**src/rtl/ple_pkg.sv**
```systemverilog
package ple_pkg;

  localparam int CMD_W   = 1;
  localparam int POS_W   = 8;
  localparam int WORD_W  = 32;
  localparam int COUNT_W = 5;

  // Command codes
  localparam logic [CMD_W-1:0] CMD_INSERT = 1'b0;
  localparam logic [CMD_W-1:0] CMD_REMOVE = 1'b1;

  typedef struct packed {
    logic [CMD_W-1:0]         cmd;
    logic [POS_W-1:0]         position;
    logic signed [WORD_W-1:0] value_in;
  } ple_in_t;

  typedef struct packed {
    logic                     ok;
    logic [COUNT_W-1:0]       entry_count;
    logic                     list_empty;
    logic signed [WORD_W-1:0] last_value;
  } ple_out_t;

endpackage

```
**src/rtl/positional_list_editor.sv**
```systemverilog
// Channel  | Ports                          | Moves
// ---------+--------------------------------+---------------------------------------
// request  | in_valid, in_ready, in_req     | cmd, position, value_in
// response | out_valid, out_ready, out_rsp  | ok, entry_count, list_empty, last_value
//
// Sequence: one request per pass. An insert at p moves entries p..n back and
//   writes the new word, a remove moves p+1..n forward, a refused one moves
//   none; the pace is set by the entry memory, which moves one word per cycle.
// Reset: rst_n low (synchronous) empties the list; memory contents are kept.
// Stalls: in_ready is high only between requests; a finished response sits in
//   the output register while the next request is taken and worked on.
module positional_list_editor #(
  parameter int CAPACITY = 16
) (
  input  logic              clk,
  input  logic              rst_n,
  input  logic              in_valid,
  output logic              in_ready,
  input  ple_pkg::ple_in_t  in_req,
  output logic              out_valid,
  input  logic              out_ready,
  output ple_pkg::ple_out_t out_rsp
);

  localparam int AW = $clog2(CAPACITY);      // memory address width
  localparam int CW = $clog2(CAPACITY + 1);  // entry count width
  localparam int PW = 9;                     // compare width: position vs count+1

  typedef enum logic [5:0] {
    S_IDLE = 6'b000001,
    S_MOVE = 6'b000010,
    S_PUT  = 6'b000100,
    S_TAIL = 6'b001000,
    S_LAST = 6'b010000,
    S_HOLD = 6'b100000
  } state_t;

  state_t state_r, state_nxt;

  logic [CW-1:0] count_r, count_nxt;
  logic [CW-1:0] moves_r, moves_nxt;
  logic [AW-1:0] rd_ptr_r, rd_ptr_nxt;
  logic [AW-1:0] wr_addr_r, wr_addr_nxt;
  logic          pend_r, pend_nxt;
  logic          is_ins_r, is_ins_nxt;
  logic          ok_r, ok_nxt;
  logic [AW-1:0] put_addr_r, put_addr_nxt;
  logic signed [ple_pkg::WORD_W-1:0] word_r, word_nxt;
  logic          out_valid_r, out_valid_nxt;
  ple_pkg::ple_out_t out_r, out_nxt;

  // Entry memory: one write port, one registered read port
  logic signed [ple_pkg::WORD_W-1:0] mem [CAPACITY];
  logic signed [ple_pkg::WORD_W-1:0] rdata_r;
  logic [AW-1:0]                     rd_addr;
  logic                              wr_en;
  logic [AW-1:0]                     wr_addr;
  logic signed [ple_pkg::WORD_W-1:0] wr_data;

  logic [PW-1:0] n9, p9;
  logic          ins_ok, rem_ok, req_ok;
  logic [CW+4:0] count_ext;
  logic          out_free;

  assign in_ready  = (state_r == S_IDLE);
  assign out_valid = out_valid_r;
  assign out_rsp   = out_r;
  assign out_free  = !out_valid_r || out_ready;

  // Admission checks against the current count
  assign n9     = PW'(count_r);
  assign p9     = PW'(in_req.position);
  assign ins_ok = (p9 != '0) && (p9 <= n9 + PW'(1)) && (count_r != CW'(CAPACITY));
  assign rem_ok = (p9 != '0) && (p9 <= n9);
  assign req_ok = (in_req.cmd == ple_pkg::CMD_INSERT) ? ins_ok : rem_ok;

  // count is reported modulo 32
  assign count_ext = {5'b0, count_r};

  // Read port: shift source while moving, tail entry from S_TAIL until the
  // response is handed over (refreshed every cycle while it waits)
  assign rd_addr = (state_r == S_TAIL || state_r == S_LAST || state_r == S_HOLD) ?
                   AW'(count_r - CW'(1)) : rd_ptr_r;

  // Write port: pending shift write, or the inserted word
  always_comb begin
    wr_en   = 1'b0;
    wr_addr = wr_addr_r;
    wr_data = rdata_r;
    if (state_r == S_MOVE && pend_r) begin
      wr_en = 1'b1;
    end else if (state_r == S_PUT) begin
      wr_en   = 1'b1;
      wr_addr = put_addr_r;
      wr_data = word_r;
    end
  end

  always_ff @(posedge clk) begin
    if (wr_en) begin
      mem[wr_addr] <= wr_data;
    end
    rdata_r <= mem[rd_addr];
  end

  // Sequencer
  always_comb begin
    state_nxt     = state_r;
    count_nxt     = count_r;
    moves_nxt     = moves_r;
    rd_ptr_nxt    = rd_ptr_r;
    wr_addr_nxt   = wr_addr_r;
    pend_nxt      = 1'b0;
    is_ins_nxt    = is_ins_r;
    ok_nxt        = ok_r;
    put_addr_nxt  = put_addr_r;
    word_nxt      = word_r;
    out_valid_nxt = out_valid_r && !out_ready;
    out_nxt       = out_r;

    case (state_r)
      S_IDLE: begin
        if (in_valid) begin
          is_ins_nxt   = (in_req.cmd == ple_pkg::CMD_INSERT);
          ok_nxt       = req_ok;
          word_nxt     = in_req.value_in;
          put_addr_nxt = AW'(p9 - PW'(1));
          if (in_req.cmd == ple_pkg::CMD_INSERT) begin
            // entries p-1..n-1 move back, walking from the end
            moves_nxt  = CW'(n9 - p9 + PW'(1));
            rd_ptr_nxt = AW'(n9 - PW'(1));
          end else begin
            // entries p..n-1 move forward
            moves_nxt  = CW'(n9 - p9);
            rd_ptr_nxt = AW'(p9);
          end
          if (req_ok) begin
            count_nxt = (in_req.cmd == ple_pkg::CMD_INSERT) ? count_r + CW'(1)
                                                            : count_r - CW'(1);
            state_nxt = S_MOVE;
          end else begin
            state_nxt = S_TAIL;
          end
        end
      end
      S_MOVE: begin
        if (moves_r != '0) begin
          pend_nxt    = 1'b1;
          moves_nxt   = moves_r - CW'(1);
          wr_addr_nxt = is_ins_r ? rd_ptr_r + AW'(1) : rd_ptr_r - AW'(1);
          rd_ptr_nxt  = is_ins_r ? rd_ptr_r - AW'(1) : rd_ptr_r + AW'(1);
        end else begin
          // last pending write lands at this edge
          state_nxt = is_ins_r ? S_PUT : S_TAIL;
        end
      end
      S_PUT: begin
        state_nxt = S_TAIL;
      end
      S_TAIL: begin
        state_nxt = S_LAST;
      end
      S_LAST, S_HOLD: begin
        if (out_free) begin
          out_valid_nxt       = 1'b1;
          out_nxt.ok          = ok_r;
          out_nxt.entry_count = count_ext[4:0];
          out_nxt.list_empty  = (count_r == '0);
          out_nxt.last_value  = (count_r == '0) ? '0 : rdata_r;
          state_nxt           = S_IDLE;
        end else begin
          state_nxt = S_HOLD;
        end
      end
      default: begin
        state_nxt = S_IDLE;
      end
    endcase
  end

  always_ff @(posedge clk) begin
    if (!rst_n) begin
      state_r     <= S_IDLE;
      count_r     <= '0;
      pend_r      <= 1'b0;
      out_valid_r <= 1'b0;
    end else begin
      state_r     <= state_nxt;
      count_r     <= count_nxt;
      pend_r      <= pend_nxt;
      out_valid_r <= out_valid_nxt;
    end
  end

  always_ff @(posedge clk) begin
    moves_r    <= moves_nxt;
    wr_addr_r  <= wr_addr_nxt;
    is_ins_r   <= is_ins_nxt;
    ok_r       <= ok_nxt;
    put_addr_r <= put_addr_nxt;
    word_r     <= word_nxt;
    out_r      <= out_nxt;
    rd_ptr_r   <= rd_ptr_nxt;
  end

endmodule

```
**config.mk**
```make
export PLATFORM = sky130hd
export DESIGN_NAME = positional_list_editor
export DESIGN_NICKNAME = d
export VERILOG_FILES = /design/src/rtl/ple_pkg.sv /design/src/rtl/positional_list_editor.sv
export SDC_FILE = /design/constraint.sdc
export NUM_CORES = 1
export LEC_CHECK = 0
export BUFFER_PORTS_ARGS = -buffer_cell sky130_fd_sc_hd__buf_4
export CAP_MARGIN = 20
export CORE_ASPECT_RATIO = 0.5
export CORE_UTILIZATION = 56
export CTS_BUF_LIST = sky130_fd_sc_hd__clkbuf_4 sky130_fd_sc_hd__clkbuf_8
export DETAILED_ROUTE_END_ITERATION = 7
export PLACE_DENSITY_LB_ADDON = 0.05
export SLEW_MARGIN = 5
export SYNTH_ARGS = -nofsm -noshare
export SYNTH_HDL_FRONTEND = slang
export SYNTH_SLANG_ARGS = --single-unit
```
**constraint.sdc**
```tcl
create_clock -name clk -period 3.75 [get_ports clk]
set_input_delay 0.375 -clock clk [delete_from_list [all_inputs] [get_ports clk]]
set_output_delay 0.375 -clock clk [all_outputs]
set_load 0.02 [all_outputs]
```
## Word-level counts from Yosys, hierarchy flattened

Memory sizes are Yosys's and may differ from the RTL's. A register that Yosys moved wholly into a read port is not among the register bits.
Index checks and enable logic that the tools add are counted.

| storage, ports and cells | value |
|---|---|
| memory bits (writable) | 512 |
| output and inout port bits | 41 |
| memories | 1 |
| input bits | 45 |
| flip-flop bits (word level) | 103 |

| operators by class | value |
|---|---|
| muxes and demuxes | 30 |
| order comparisons | 2 |
| $add $sub $neg | 10 |
| bitwise logic cells | 1 |
| reductions and logical operators | 22 |
| equal/unequal tests | 10 |

Memories:

| memory | words | bits a word | rd ports | clocked after Yosys merged registers in | write ports | line | RTL |
|---|---|---|---|---|---|---|---|
| mem | 16 | 32 | 1 | 1 | 1 | positional_list_editor.sv:53 | `logic signed [ple_pkg::WORD_W-1:0] mem [CAPACITY];` |

Operators by type and width:

| operator | count |
|---|---|
| $mux 32 | 2 |
| $mux 4 | 10 |
| $pmux 6 s5 | 1 |
| $mux 5 | 4 |
| $mux 6 | 3 |
| $sub 4x1->4 const B | 3 |
| $add 5x1->5 const B | 2 |
| $pmux 5 s2 | 1 |
| $reduce_and 2->1 | 5 |
| $sub 5x1->5 const B | 2 |
| $reduce_bool 9->1 | 1 |
| $le 8x5->1 | 1 |
| $le 8x6->1 | 1 |
| $mux 1 | 8 |
| $pmux 4 s2 | 1 |
| $add 5x1->6 const B | 1 |
| $eq 6x1->1 const B | 1 |
| $eq 6x2->1 const B | 1 |
| $eq 6x3->1 const B | 1 |
| $eq 6x4->1 const B | 1 |
| $eq 6x5->1 const B | 1 |
| $eq 6x6->1 const B | 1 |
| $reduce_and 3->1 | 2 |
| $logic_and 1x1->1 | 5 |
| 12 further kinds | 16 |

## Logic depth before layout (Yosys ltp)

Gate-level depths: netlist (run 1).

| depth | value |
|---|---|
| depth in word-level cells | 8 |
| mapped depth | 13 |
| gate-level depth less buffers | 11 |

## Worst setup path after synthesis (run 1)

No wires, ideal clock.

| timing | value |
|---|---|
| path type | register to register |
| from | register state_r[5] |
| to | memory mem[0][0] (netlist name) (enable) |
| arrival time | 2.791 ns |
| slack | 0.538 ns |
| cell stages (with the launch flop) | 7 |
| period minus slack after synthesis | 3.212 ns |
| setup time | 0.421 ns |
| cells stage by stage | dfxtp_1 nor2_1 nand4b_1 clkbuf_1 clkbuf_1 a31oi_1 nor2_1 |

| between the ends | value |
|---|---|
| word-level cells in the longest chain between the ends | 5 |
| elaborated cells on any way between the ends | 9 |

Ends and longest elaborated chain:

| item | line | RTL |
|---|---|---|
| start: declaration | positional_list_editor.sv:38 | `state_t state_r, state_nxt;` |
| start signal: assignment | positional_list_editor.sv:188 | `state_r <= state_nxt;` |
| $eq 6x3->1 or $eq 6x2->1 (tied branches) | positional_list_editor.sv:92, positional_list_editor.sv:90 |  |
| $mux 1 or $logic_and 1x1->1 (tied branches) | positional_list_editor.sv:92, positional_list_editor.sv:90 |  |
| $mux 1 | positional_list_editor.sv:90 | `if (state_r == S_MOVE && pend_r) begin` |
| $mux 1 | positional_list_editor.sv:100 | `if (wr_en) begin` |
| $mux 1 (not written as such) | positional_list_editor.sv:101 | `mem[wr_addr] <= wr_data;` |
| end: declaration | positional_list_editor.sv:53 |  |

Several ways; a longest one is shown, not always the timed one.

## Worst setup path after layout (run 1)

| timing | value |
|---|---|
| from | register state_r[5] |
| to | memory mem[7][21] (netlist name) (enable) |

Same word-level chain as after synthesis.

==> metrics, run 1 <==
register area share after synthesis=75.4%; Root Buffer Master=sky130_fd_sc_hd__clkbuf_8; Post-Route Setup TNS=0 ps; clock input transition at the sequential cells of the worst setup and hold paths=about 70 ps; result of the run=complete, but fails checks; initial core utilization=between 50% and 60%; Max Transition Viols Final=0; path class of the lowest-slack min-delay path=in2reg; CTS H-tree lvls=3; CP startpoint kind=register; final hold vios=0; gate count after technology mapping=1668; via count normalized by instance count=between 6 and 7; number of vias after detailed routing=15600; switching share of total power=roughly 28%; power spent charging and discharging nets=approximately 5.1 mW; most heavily used metal layer in global routing=met1; first-pass GRT wire length=roughly 95 mm; P_int=~13 mW; reported leakage power=9.62 nW; power density relative to cell area=around 620 nW/um^2; top_reg_cell synth=sky130_fd_sc_hd__edfxtp_1; placeable core region=~44000 sq um; total half-perimeter wirelength after legalization and detailed placement=approximately 35 mm; antenna violations before repair=0; largest net degree at the start of global routing=85; sequential share of power=51.6%; number of cell instances on the worst register-to-register path=6; synthesized flop and latch total=roughly 650; Sinks on Clock Net=between 600 and 700; async set-or-reset flop fraction in the synthesized netlist=0%; initial drt markers=1729; violations in the final reports=DRC; post-placement worst setup slack=roughly 540 ps; sort of element at the end of the critical path=register; number of failing setup endpoints in the final timing report=0; Peak Freq=just over 300 MHz; number of global-route vias before repair=15400; slowest stage cell, crit path=sky130_fd_sc_hd__o21ai_0; aggregate routed wire length=between 60 and 70 mm; Cell Rows=54; TritonCTS clock tree=yes; Worst EP required=about 4100 ps; largest buffer count on any clock path=3; count of different cell masters after synthesis=59; maximum net fanout on the critical path=20; slowest cell delay on critical path=roughly 600 ps; number of cells upsized or downsized after cts=0; arrival time at the worst endpoint=roughly 3600 ps; summed instance area of the synthesized netlist=roughly 25000 sq um; Synth area leader=sky130_fd_sc_hd__edfxtp_1; minimum period implied by the final worst setup slack=3260 ps; synthesis warning total=0; final standard cell area without fillers=29100 sq um; met2 Use GR=around 42%; number of buffers inserted during clock tree synthesis=86; GRT met1 Usage=between 40% and 50%; ranking of synthesized cells by area=sky130_fd_sc_hd__edfxtp_1 72%, sky130_fd_sc_hd__dfxtp_1 3.6%, sky130_fd_sc_hd__nand2_1 2.8%; crit-path cells=nor2_1 > nand4b_1 > o21ai_0 > nand2_1 > nor2_4 > buf_12; die height=between 150 and 200 microns; RSZ-0062 raised after global routing=false; overflow left after global routing=0; final setup slack of the worst path=around 500 ps; width of the die=a little over 300 microns; Yosys top cell area share=between 70 and 80%; share of the clock period used by the worst path=roughly 87%; actual transition at the worst max-transition pin=~1100 ps; routability congestion estimate from global placement=roughly 0.86; clock latency reported for the late side of the worst-skew pair=660 ps; number of synthesized flops with an enable pin=between 600 and 700; Max transition margin=25.0%; Remaining DRCs=5; Max VDD drop=around 0.35 mV; average wire per standard cell=25.5 microns; num ports=86; Antenna diodes=0; Net Count, Synth=1738; number of nets with antenna violations after detailed routing=0; Mapped Avg Cell Area=between 15 and 20 sq um; area delta synth->final=15.4%; share of total power in combinational logic=18.4%; proportion of layout cells with a drive suffix above 1=approximately a fifth; area of the die=45900 sq um; cell area after placement=27000 sq um; All-Layer GR Usage=~28%; number of search-and-repair iterations in the first detailed-routing pass=8; Maximum Capacitance Violations=0; fraction of power consumed by the clock network=between 30% and 40%; Setup Crit Path Kind=reg2reg; fill count=between 3000 and 4000; setup skew after layout=about 43 ps; number of stages on the worst hold path=2; PortBufs=85; GRT met3 Usage=under 10%; final-stage net count=~1900
power by group through the flow:
stage / Clock, mW / Combinational, mW / Sequential, mW
after global placement: 0 / 3.10 / 9.39
after floorplan: 0 / 2.04 / 9.27
final: 5.38 / 3.29 / 9.24
after detailed placement: 0 / 3.20 / 9.39
after CTS: 5.46 / 3.24 / 9.24
after global routing: 5.74 / 3.53 / 9.27
path summary, 6_finish.rpt:
check,start,endpoint,slack (ps)
hold / removal,rst_n,out_valid,80
hold reg to reg,ok_r,out_rsp[38],450
setup reg to reg,state_r[5],mem[7][21],490
setup / recovery,state_r[5],mem[7][21],490
state kept, by name, indices dropped and copies added (netlist names), 5 cells and up:
signal / cells
count_r: 5
out_rsp: 39
mem: 512
state_r: 6
moves_r: 5
word_r: 32
rdata_r: 32
cell usage in the layout, fill, tap and decap left out, drive strengths merged, types with 36 or more instances in the layout:
| cell type | netlist | routed |
|---|---|---|
| edfxtp | 602 | 602 |
| nand2 | 188 | 188 |
| buf | 41 | 146 |
| clkbuf | 57 | 126 |
| nand3 | 107 | 107 |
| o22ai | 68 | 68 |
| a211oi | 67 | 67 |
| o21ai | 62 | 62 |
| nor2 | 49 | 49 |
| dfxtp | 45 | 45 |
| nor2b | 40 | 40 |
| a31oi | 37 | 37 |
| mux2 | 36 | 36 |
metal layers:
metal  vias to the layer above  routed length [microns]
li1                       6882                        -
met1                      7848                    27700
met2                       805                    28300
met3                       104                     6330
met4                         0                     1220
met5                         -                        0
cell families (layout without fill, tap and decap cells):
group / Yosys count / in the layout / synth area share (%)
mux: 53 / 53 / 2.34
flops: 647 / 647 / 75.4
xor+xnor: 27 / 27 / 0.939
buf+inv: 123 / 359 / 2.08
fa+ha+maj: 25 / 25 / 1.27
simple gates: 457 / 457 / 8.60
compound gates: 336 / 336 / 9.40
metrics by stage:
stage                     hold WS, ps  std cells  total power, mW  util [%]
after floorplan                   400       1668             11.3         -
after global placement            415       2304             12.5      61.4
after detailed placement          427       2304             12.6      61.4
after CTS                        19.0       2492             17.9      66.1
after global routing             36.8       2492             18.5      66.1
final                            75.3       2492             17.9      66.1
synthesized netlist by cell type (2+ instances only):
master and count:
sky130_fd_sc_hd__mux2_2 36, sky130_fd_sc_hd__inv_1 24, sky130_fd_sc_hd__buf_2 29, sky130_fd_sc_hd__nor2_1 49, sky130_fd_sc_hd__nor3b_1 2, sky130_fd_sc_hd__ha_1 24, sky130_fd_sc_hd__clkbuf_1 57, sky130_fd_sc_hd__o311ai_1 31
sky130_fd_sc_hd__a21o_1 2, sky130_fd_sc_hd__o221ai_1 2, sky130_fd_sc_hd__buf_1 6, sky130_fd_sc_hd__o21ai_0 62, sky130_fd_sc_hd__a222oi_1 31, sky130_fd_sc_hd__o31a_1 2, sky130_fd_sc_hd__nor3_1 12, sky130_fd_sc_hd__a31oi_1 35
sky130_fd_sc_hd__or3_1 23, sky130_fd_sc_hd__nand3_1 107, sky130_fd_sc_hd__dfxtp_1 45, sky130_fd_sc_hd__nand4b_1 4, sky130_fd_sc_hd__and2_1 2, sky130_fd_sc_hd__a21oi_1 16, sky130_fd_sc_hd__a31oi_4 2, sky130_fd_sc_hd__xor2_1 5
sky130_fd_sc_hd__and3_1 5, sky130_fd_sc_hd__o22ai_1 68, sky130_fd_sc_hd__nor2b_1 40, sky130_fd_sc_hd__edfxtp_1 602, sky130_fd_sc_hd__mux2i_1 16, sky130_fd_sc_hd__o31ai_1 6, sky130_fd_sc_hd__buf_4 5, sky130_fd_sc_hd__nand4_1 3
sky130_fd_sc_hd__or4_1 12, sky130_fd_sc_hd__a211oi_1 67, sky130_fd_sc_hd__xnor2_1 22, sky130_fd_sc_hd__o21a_1 4, sky130_fd_sc_hd__nand2_1 188
what timing repair did:
| action | CTS | global route |
|---|---|---|
| endpoints found under the hold margin | 32 | 0 |
| setup buffers | 0 | 0 |
| hold buffers | 32 | 0 |
cell type report:
class	count	area [sq um]	area share [%]
Tap cell	588	736	2.53
Clock buffer	126	1520	5.22
Inverter	25	93.8	0.323
Clock inverter	30	226	0.779
Multi-Input combinational cell	898	5930	20.4
Sequential cell	647	19000	65.3
Timing Repair Buffer	178	1580	5.43
worst max-delay path: cells and delay by family, from the launching register on:
kind / cells / cell delay [ps]
DFF: 1 / 370
buffers and inverters: 1 / 280
and+or+nand+nor: 4 / 1680
AOI/OAI and AO/OA: 1 / 600
Note: power is estimated with default switching activity, not from simulation.
==> run 2: changes to the inputs <==
--- a/config.mk
+++ b/config.mk
@@ -7,8 +7,10 @@
 export LEC_CHECK = 0
 export BUFFER_PORTS_ARGS = -buffer_cell sky130_fd_sc_hd__buf_4
 export CAP_MARGIN = 20
+export CELL_PAD_IN_SITES_DETAIL_PLACEMENT = 0
+export CELL_PAD_IN_SITES_GLOBAL_PLACEMENT = 1
 export CORE_ASPECT_RATIO = 0.5
-export CORE_UTILIZATION = 56
+export CORE_UTILIZATION = 54
 export CTS_BUF_LIST = sky130_fd_sc_hd__clkbuf_4 sky130_fd_sc_hd__clkbuf_8
 export DETAILED_ROUTE_END_ITERATION = 7
 export PLACE_DENSITY_LB_ADDON = 0.05
==> metrics, run 2 (synthesized netlist as in run 1, its figures left out) <==
result of the run=completed; routability congestion estimate from global placement=a little over 0.8; Most common cell on crit path=sky130_fd_sc_hd__nand3_1; width of the die=slightly above 300 microns; number of nets with antenna violations after detailed routing=0; overflow left after global routing=0; initial drt markers=approximately 2000; final setup slack of the worst path=slightly below 500 ps; combined area of the multi-input logic cells=5930 sq um; crit-path cells=inv_1 > ha_1 > xor2_1 > nor2_1 > mux2_2 > a222oi_1 > nand3_1 > nand3_1 > o311ai_1; commonest cells after routing, fill and taps aside=602 x sky130_fd_sc_hd__edfxtp_1, 188 x sky130_fd_sc_hd__nand2_1, 130 x sky130_fd_sc_hd__buf_4; Sinks on Clock Net=around 650; post-placement worst setup slack=519 ps; sort of element at the end of the critical path=register; core occupancy in the finished layout=64.0%; register name with the most flops=mem; most common cell after layout, fill and taps aside=sky130_fd_sc_hd__edfxtp_1; aggregate routed wire length=roughly 66 mm; actual transition at the worst max-transition pin=1080 ps; area of the die=around 48000 sq um; number of buffers inserted during clock tree synthesis=a little under 90; final hold vios=0; slowest stage cell, crit path=sky130_fd_sc_hd__mux2_2; clock input transition at the sequential cells of the worst setup and hold paths=70 ps; TritonCTS clock tree=yes; Maximum Capacitance Violations=0; setup skew after layout=between 20 and 25 ps; slowest cell delay on critical path=roughly 660 ps; clock latency reported for the late side of the worst-skew pair=just under 700 ps; largest buffer count on any clock path=3; RSZ-0062 raised after global routing=false; number of search-and-repair iterations in the first detailed-routing pass=8; Max VDD drop=between 0.4 and 0.5 mV; num ports=86; path class of the lowest-slack min-delay path=in2reg; Sequential Area=between 15000 and 20000 sq um; area delta synth->final=15.9%; number of flip-flops under the largest register name=512; number of failing setup endpoints in the final timing report=0; average wire per standard cell=approximately 26 microns; Remaining DRCs=0; placeable core region=~46000 sq um; category of cells accounting for the largest share of critical-path delay=compound AO/OA/AOI/OAI gates; count of buffers added by post-CTS timing repair for setup=0; initial core utilization=55.2%; Root Buffer Master=sky130_fd_sc_hd__clkbuf_8; proportion of layout cells with a drive suffix above 1=between 15 and 20%; via count normalized by instance count=6.21; reported leakage power=9.65 nW; antenna violations before repair=0; Antenna diodes=0; Max transition margin=between 20 and 30%; Cell Rows=55; die height=between 150 and 200 microns; origin of the critical flop-to-flop path=count_r[1]; maximum net fanout on the critical path=31; CP Launch Point=count_r[1]; PortBufs=85; Post-Route Setup TNS=0 ps; first-pass GRT wire length=roughly 98 mm; fill count=3362; CTS H-tree lvls=3; worst path bufs/invs=1; power density relative to cell area=between 600 and 700 nW/um^2; arrival time at the worst endpoint=about 3800 ps; Max Transition Viols Final=0; All-Layer GR Usage=between 20% and 30%; share of the clock period used by the worst path=87.1%; Setup Crit Path Kind=reg2reg; number of vias after detailed routing=15800; number of hold buffers added after CTS=32; CP startpoint kind=register; number of global-route vias before repair=15500; Peak Freq=306 MHz; largest net degree at the start of global routing=65; min-delay src=rst_n; total half-perimeter wirelength after legalization and detailed placement=around 37 mm; minimum period implied by the final worst setup slack=3270 ps; final-stage net count=roughly 1900; number of cells upsized or downsized after cts=0; Worst EP required=4260 ps
## run 2: cell type report
class / instances / share of cell area (%)
sequential: 647 / 65.0
multi-input combinational: 898 / 20.3
timing repair buffer: 178 / 5.56
clock buffer: 131 / 5.34
tap: 627 / 2.69
clock inverter: 32 / 0.742
inverter: 25 / 0.321
## run 2: worst paths after layout
kind,end,slack [ps],cells after the start
hold reg to reg,out_rsp[38],440,0
hold / removal,count_r[3],50,3
setup reg to reg,rdata_r[25],480,9
setup / recovery,rdata_r[25],480,9
## run 2: per-stage QoR
step / hold slack (ps) / power (mW) / area (sq um) / instances
global route: 36.7 / 18.8 / 29200 / 2538
CTS: 8.57 / 18.1 / 29100 / 2536
floorplan: 400 / 11.3 / 25200 / 1668
global placement: 416 / 12.6 / 27000 / 2340
detailed placement: 435 / 12.7 / 27000 / 2341
finish: 48.1 / 18.1 / 29200 / 2538
## run 2: layer usage
| metal | GRT usage (%) | wire [microns] |
|---|---|---|
| met4 | 7.51 | 1400 |
| met3 | 6.92 | 6550 |
| met1 | 42.3 | 29300 |
| met2 | 41.3 | 29000 |
| met5 | 0 | 0 |
## run 2: worst min-delay path, cell delays in order
cell	delay (ps)
sky130_fd_sc_hd__buf_4	170
sky130_fd_sc_hd__nand2_1	80
sky130_fd_sc_hd__mux2i_1	50
## run 2: power by group
group	switching [mW]	internal (mW)
clock	2.69	2.77
sequential	0.220	9.04
combinational	2.39	0.997
